<file path="config.mk">
export PLATFORM = sky130hd
export DESIGN_NAME = mbl_ctrl
export DESIGN_NICKNAME = d
export VERILOG_FILES = /design/src/sv/mbl_pkg.sv /design/src/sv/mbl_ctrl.sv
export SDC_FILE = /design/constraint.sdc
export NUM_CORES = 1
export LEC_CHECK = 0
export BUFFER_PORTS_ARGS = -buffer_cell sky130_fd_sc_hd__buf_2
export CORE_UTILIZATION = 47
export DETAILED_ROUTE_END_ITERATION = 8
export PLACE_DENSITY_LB_ADDON = 0.05
export SKIP_CTS_REPAIR_TIMING = 1
export SLEW_MARGIN = 20
export SYNTH_ARGS = -nofsm -noshare
export SYNTH_HDL_FRONTEND = slang
export SYNTH_SLANG_ARGS = --single-unit
</file>
<file path="constraint.sdc">
create_clock -name clk -period 1.5 [get_ports clk]
set_clock_uncertainty 0.1 [all_clocks]
set_input_delay 0.3 -clock clk [delete_from_list [all_inputs] [get_ports clk]]
set_output_delay 0.3 -clock clk [all_outputs]
set_load 0.01 [all_outputs]
</file>
<file path="src/sv/mbl_pkg.sv">
`timescale 1ns / 1ps
`default_nettype none
// ----------------------------------------------------------------------------
// mbl_pkg: shared types and constants of the MSE / BCE loss core
// Field formats, datapath widths, controller codes and the log2 fraction table.
// ----------------------------------------------------------------------------
package mbl_pkg;

    localparam int FRAC_BITS      = 16;
    localparam int LOG_TABLE_BITS = 8;
    localparam int LOG_TAB_SIZE   = 1 << LOG_TABLE_BITS;

    localparam int DATA_W     = 32;
    localparam int ROWS_W     = 16;
    localparam int CFG_DATA_W = 16;
    localparam int CFG_IDX_W  = 1;
    localparam int BLOSS_W    = 31;

    // divider: signed 64-bit dividend, positive 16-bit divisor, 4 quotient bits a cycle
    localparam int QUOT_W         = 64;
    localparam int DEN_W          = 16;
    localparam int DIV_RADIX_BITS = 4;
    localparam int DIV_STEPS      = QUOT_W / DIV_RADIX_BITS;
    localparam int DIV_CNT_W      = $clog2(DIV_STEPS + 1);

    // log magnitude: (FRAC_BITS - msb) integer part plus fraction
    localparam int LOG2_W = $clog2(FRAC_BITS);
    localparam int EXP_W  = $clog2(FRAC_BITS + 1);
    localparam int MAG_W  = FRAC_BITS + EXP_W;
    localparam int L_W    = MAG_W;

    localparam int MUL_W  = DATA_W + 2;
    localparam int PROD_W = 2 * MUL_W;
    localparam int ACC_W  = 56;
    localparam int TERM_W = 2 * DATA_W - FRAC_BITS + 1;
    localparam int G_W    = 52;
    localparam int SUM_W  = 64;

    localparam logic [31:0] LN2_Q32 = 32'd2977044471;

    localparam logic [CFG_IDX_W-1:0] REG_LOSS_MODE  = 1'd0;
    localparam logic [CFG_IDX_W-1:0] REG_BATCH_ROWS = 1'd1;

    typedef struct packed {
        logic signed [DATA_W-1:0] prediction;
        logic signed [DATA_W-1:0] target;
        logic                     batch_end;
    } req_t;

    typedef struct packed {
        logic signed [DATA_W-1:0] gradient;
        logic [BLOSS_W-1:0]       batch_loss;
        logic                     loss_valid;
    } res_t;

    typedef enum logic [4:0] {
        OP_NONE,
        OP_LOAD,
        OP_PREP,
        OP_LOGIDX,
        OP_MSE_START,
        OP_MSE_TERM,
        OP_BCE_M1,
        OP_BCE_M2,
        OP_BCE_M3,
        OP_BCE_M4,
        OP_BCE_M5,
        OP_BCE_M6,
        OP_BCE_D2,
        OP_BCE_D3,
        OP_BCE_D4,
        OP_GRAD,
        OP_ACC,
        OP_LOSS_START,
        OP_LOSS,
        OP_EMIT
    } op_t;

    typedef enum logic [4:0] {
        S_IDLE,
        S_PREP,
        S_LOGIDX,
        S_MSE_START,
        S_MSE_TERM,
        S_BCE_M1,
        S_BCE_M2,
        S_BCE_M3,
        S_BCE_M4,
        S_BCE_M5,
        S_BCE_M6,
        S_WAIT_D1,
        S_BCE_D2,
        S_WAIT_D2,
        S_BCE_D3,
        S_BCE_D4,
        S_WAIT_G,
        S_GRAD,
        S_ACC,
        S_LOSS_START,
        S_WAIT_L,
        S_LOSS,
        S_EMIT
    } state_t;

    typedef struct packed {
        op_t op;
    } cmd_t;

    typedef struct packed {
        logic div_busy;
        logic mode;
        logic batch_end;
        logic out_free;
    } stat_t;

    typedef logic [FRAC_BITS-1:0] log_tab_t [LOG_TAB_SIZE];

    // log2(1 + i/2^LOG_TABLE_BITS) by repeated squaring in Q2.30
    function automatic log_tab_t log_tab_build();
        log_tab_t             tab;
        logic [63:0]          y;
        logic [FRAC_BITS-1:0] r;
        for (int i = 0; i < LOG_TAB_SIZE; i++)
        begin
            y = (64'(LOG_TAB_SIZE) + 64'(i)) << (30 - LOG_TABLE_BITS);
            r = '0;
            for (int k = 0; k < FRAC_BITS; k++)
            begin
                y = (y * y) >> 30;
                r = r << 1;
                if (y >= (64'd2 << 30))
                begin
                    r[0] = 1'b1;
                    y    = y >> 1;
                end
            end
            tab[i] = r;
        end
        return tab;
    endfunction

    localparam log_tab_t LOG_TAB = log_tab_build();

endpackage
`default_nettype wire

</file>
<file path="src/sv/mbl_ctrl.sv">
`timescale 1ns / 1ps
`default_nettype none
// ----------------------------------------------------------------------------
// mbl_ctrl: sequencer of the loss core
// Steps the datapath through one request: prep, log/multiply, divides, emit.
// ----------------------------------------------------------------------------
module mbl_ctrl
    import mbl_pkg::*;
(
    input  wire logic  clk,
    input  wire logic  rst_n,
    input  wire logic  req_valid,
    output logic       req_ready,
    input  wire stat_t stat,
    output cmd_t       cmd
);

    state_t state_reg;
    state_t state_next;

    always_ff @(posedge clk or negedge rst_n)
    begin
        if (!rst_n)
        begin
            state_reg <= S_IDLE;
        end
        else
        begin
            state_reg <= state_next;
        end
    end

    always_comb
    begin
        state_next = state_reg;
        cmd.op     = OP_NONE;
        req_ready  = 1'b0;
        unique case (state_reg)
            S_IDLE:
            begin
                req_ready = 1'b1;
                if (req_valid)
                begin
                    cmd.op     = OP_LOAD;
                    state_next = S_PREP;
                end
            end
            S_PREP:
            begin
                cmd.op     = OP_PREP;
                state_next = stat.mode ? S_LOGIDX : S_MSE_START;
            end
            S_MSE_START:
            begin
                cmd.op     = OP_MSE_START;
                state_next = S_MSE_TERM;
            end
            S_MSE_TERM:
            begin
                cmd.op     = OP_MSE_TERM;
                state_next = S_WAIT_G;
            end
            S_LOGIDX:
            begin
                cmd.op     = OP_LOGIDX;
                state_next = S_BCE_M1;
            end
            S_BCE_M1:
            begin
                cmd.op     = OP_BCE_M1;
                state_next = S_BCE_M2;
            end
            S_BCE_M2:
            begin
                cmd.op     = OP_BCE_M2;
                state_next = S_BCE_M3;
            end
            S_BCE_M3:
            begin
                cmd.op     = OP_BCE_M3;
                state_next = S_BCE_M4;
            end
            S_BCE_M4:
            begin
                cmd.op     = OP_BCE_M4;
                state_next = S_BCE_M5;
            end
            S_BCE_M5:
            begin
                cmd.op     = OP_BCE_M5;
                state_next = S_BCE_M6;
            end
            S_BCE_M6:
            begin
                cmd.op     = OP_BCE_M6;
                state_next = S_WAIT_D1;
            end
            S_WAIT_D1:
            begin
                if (!stat.div_busy)
                begin
                    state_next = S_BCE_D2;
                end
            end
            S_BCE_D2:
            begin
                cmd.op     = OP_BCE_D2;
                state_next = S_WAIT_D2;
            end
            S_WAIT_D2:
            begin
                if (!stat.div_busy)
                begin
                    state_next = S_BCE_D3;
                end
            end
            S_BCE_D3:
            begin
                cmd.op     = OP_BCE_D3;
                state_next = S_BCE_D4;
            end
            S_BCE_D4:
            begin
                cmd.op     = OP_BCE_D4;
                state_next = S_WAIT_G;
            end
            S_WAIT_G:
            begin
                if (!stat.div_busy)
                begin
                    state_next = S_GRAD;
                end
            end
            S_GRAD:
            begin
                cmd.op     = OP_GRAD;
                state_next = S_ACC;
            end
            S_ACC:
            begin
                cmd.op     = OP_ACC;
                state_next = stat.batch_end ? S_LOSS_START : S_EMIT;
            end
            S_LOSS_START:
            begin
                cmd.op     = OP_LOSS_START;
                state_next = S_WAIT_L;
            end
            S_WAIT_L:
            begin
                if (!stat.div_busy)
                begin
                    state_next = S_LOSS;
                end
            end
            S_LOSS:
            begin
                cmd.op     = OP_LOSS;
                state_next = S_EMIT;
            end
            S_EMIT:
            begin
                if (stat.out_free)
                begin
                    cmd.op     = OP_EMIT;
                    state_next = S_IDLE;
                end
            end
        endcase
    end

endmodule
`default_nettype wire

</file>
==> impl_metrics.ini <==
[cts]
root_buffer = clkbuf_4
htreeDepth = 1
clockBufferDepth = 2
cts_buffers = 3
cts_tree = built
cts.sinks = 5
clk_pin_slew_ps = 50
clock_latency_ps = 250

[status]
status = complete, but fails checks
violations = negative setup slack

[placement]
portBuffers = 12
dp_hpwl_um = 1480
gp_congestion = 0.774
post-place-ws_ps = -292

[grt]
grt_util_met2_pct = 45.0
grt_first_pass_wirelength_um = 2950
grt_pass1_vias = 691
grt_usage_pct = 28.1
use_met3_pct = 6.82
grt_start_max_net_pins = 16
grt.met1_usage_pct = 39.1
globalRouteOverflowTotal = 0
busiest_layer = met2
antenna_found_initial = 0

[timing]
slew_viol_final = 0
post-route-period-util_pct = 137
rsz0062_at_grt = yes
worst_pin_slew_ps = 344
max_freq_mhz = 486
fin_tns_setup_ps = -4010
hold_violations = 0
period_needed_ps = 2060
slew_headroom_pct = 77.0
setup_violations = 10
timing.final.ws_setup_ps = -559

[cells_and_area]
multi_input_area_sq_um = 561
fillers = 81
final_core_util_pct = 86.4
drive_gt1_share_pct = 55.5
diodes = 0
syn_to_final_growth_pct = 72.2
largest_reg_flops = 5
final_nets = 145
regArea_sq_um = 126

[pwr]
p_int_mw = 1.53
combPwrFrac_pct = 85.1
pwr-share-clk_pct = 5.4
vdd_drop_max_v = 0.00151
switchingPower_mw = 1.41
powerDensity_mw_per_mm2 = 2610
p_leak_nw = 0.518
power_frac_seq_pct = 9.4
swShare_pct = 48.0

[yosys]
synth_top_area_share_pct = 19.2
synth_most_common_cell = a21oi_1
syn_nets = 101
synth_cell_types = 35
synth_top_area_cell = dfrtp_1
synth_common_cells = a21oi_1, o21ai_0, nand2_1
synthTopCellsByArea = dfrtp_1, a21oi_1, o21ai_0
synth.avg_cell_area_sq_um = 6.95
ys_ff_latch = 5
seq_area_frac_synth_pct = 19.2
synth_flop_cell = dfrtp_1
async_reset_ff_share_pct = 100
syn-cell-area_sq_um = 653
synth_edf_count = 0
synth_cells = 94
ys_warn_count = 0

[setup_path]
startpoint_type = flip-flop
cp-end-kind = output pin
critPathMaxFanout = 7
crit_required_ps = 1100
worstSetupPathType = flip-flop to output pin
cp.arrival_ps = 1660

[route]
drc = 0
drt-initial-drc-count = 31
num_vias = 923
firstDrtPassIters = 4
antenna_left = 0
vias_per_cell = 6.07
routed_wl_um = 2620
detail_route.wl_per_cell_um = 17.2

[floorplan]
core-area_sq_mm = 0.00130
ios = 13
initial_core_util_pct = 50.2
die_x_um = 39.3
die_y_um = 39.3
dieArea_sq_mm = 0.00154
rows = 13

[run]
cap_violations = 0

[hold_path]
worstHoldPathType = primary input to async pin
worst max-delay path, cell delays in order (launching register included):
cell and delay, ps:
dfrtp_1 410, buf_6 150, or3_4 330, nand2_2 70, a22oi_2 70, o22ai_2 190
buf_2 190
layout make-up:
type	instances	share of cell area (%)
Multi-Input combinational cell	74	49.8
Timing Repair Buffer	49	33.0
Sequential cell	5	11.2
Clock buffer	4	2.34
Inverter	5	1.89
Tap cell	15	1.67
cell usage in the layout (no fill, tap or decap), types with 2 or more instances in the layout:
cell type	instances
nand2b_4	2
o21ai_1	6
nand2_1	6
a21oi_1	10
buf_6	7
nand2_4	2
inv_1	2
nor2_1	5
a21oi_2	2
inv_2	2
or3_4	2
buf_4	27
a22oi_2	2
or3_1	3
clkbuf_4	3
nor3_1	2
dfrtp_1	4
buf_2	13
nand2b_1	2
nor3_2	2
o211ai_1	2
o21ai_0	5
nand3_1	2
cells by family after synthesis:
logic type	Yosys count	share of synthesized area [%]
and+or+nand+nor	38	32.6
buffers and inverters	15	11.5
DFF	5	19.2
AOI/OAI and AO/OA	35	35.4
xor gates and xnor gates	1	1.34
worst paths after layout:
check                                    startpoint                        to  slack, ps  cells past startpoint
setup reg to reg           state_reg[0]$_DFFE_PN0P_  state_reg[4]$_DFFE_PN0P_       -350                      7
setup / recovery           state_reg[3]$_DFFE_PN0P_                    cmd[2]       -560                      6
hold / removal                                rst_n  state_reg[4]$_DFFE_PN0P_        290                      2
hold reg to reg            state_reg[4]$_DFFE_PN0P_  state_reg[3]$_DFFE_PN0P_        520                      2
max in group asynchronous                     rst_n  state_reg[2]$_DFFE_PN0P_        850                      2
min in group clk                            stat[2]  state_reg[0]$_DFFE_PN0P_        330                      3
power by group through the flow:
stage / logic [mW] / clock network [mW] / registers [mW]
global placement: 1.88 / 0 / 0.262
finish: 2.50 / 0.159 / 0.277
CTS: 1.93 / 0.159 / 0.261
floorplan: 1.27 / 0 / 0.252
detailed placement: 1.92 / 0 / 0.260
global route: 2.68 / 0.171 / 0.281
layer usage:
metal,vias up,part of all wire (%)
met5,-,0
met4,0,6.3
met3,14,7.2
met2,51,47
met1,428,40
li1,430,-
metrics by stage:
stage / hold slack (ps) / power (mW) / instance area, sq um / cells
after floorplan: -95.6 / 1.52 / 719 / 94
after global placement: 12.5 / 2.15 / 920 / 139
after detailed placement: 15.5 / 2.18 / 920 / 139
after CTS: -242 / 2.35 / 946 / 143
after global routing: 314 / 3.13 / 1120 / 152
final: 290 / 2.94 / 1120 / 152
Note: power is estimated with default switching activity, not from simulation.
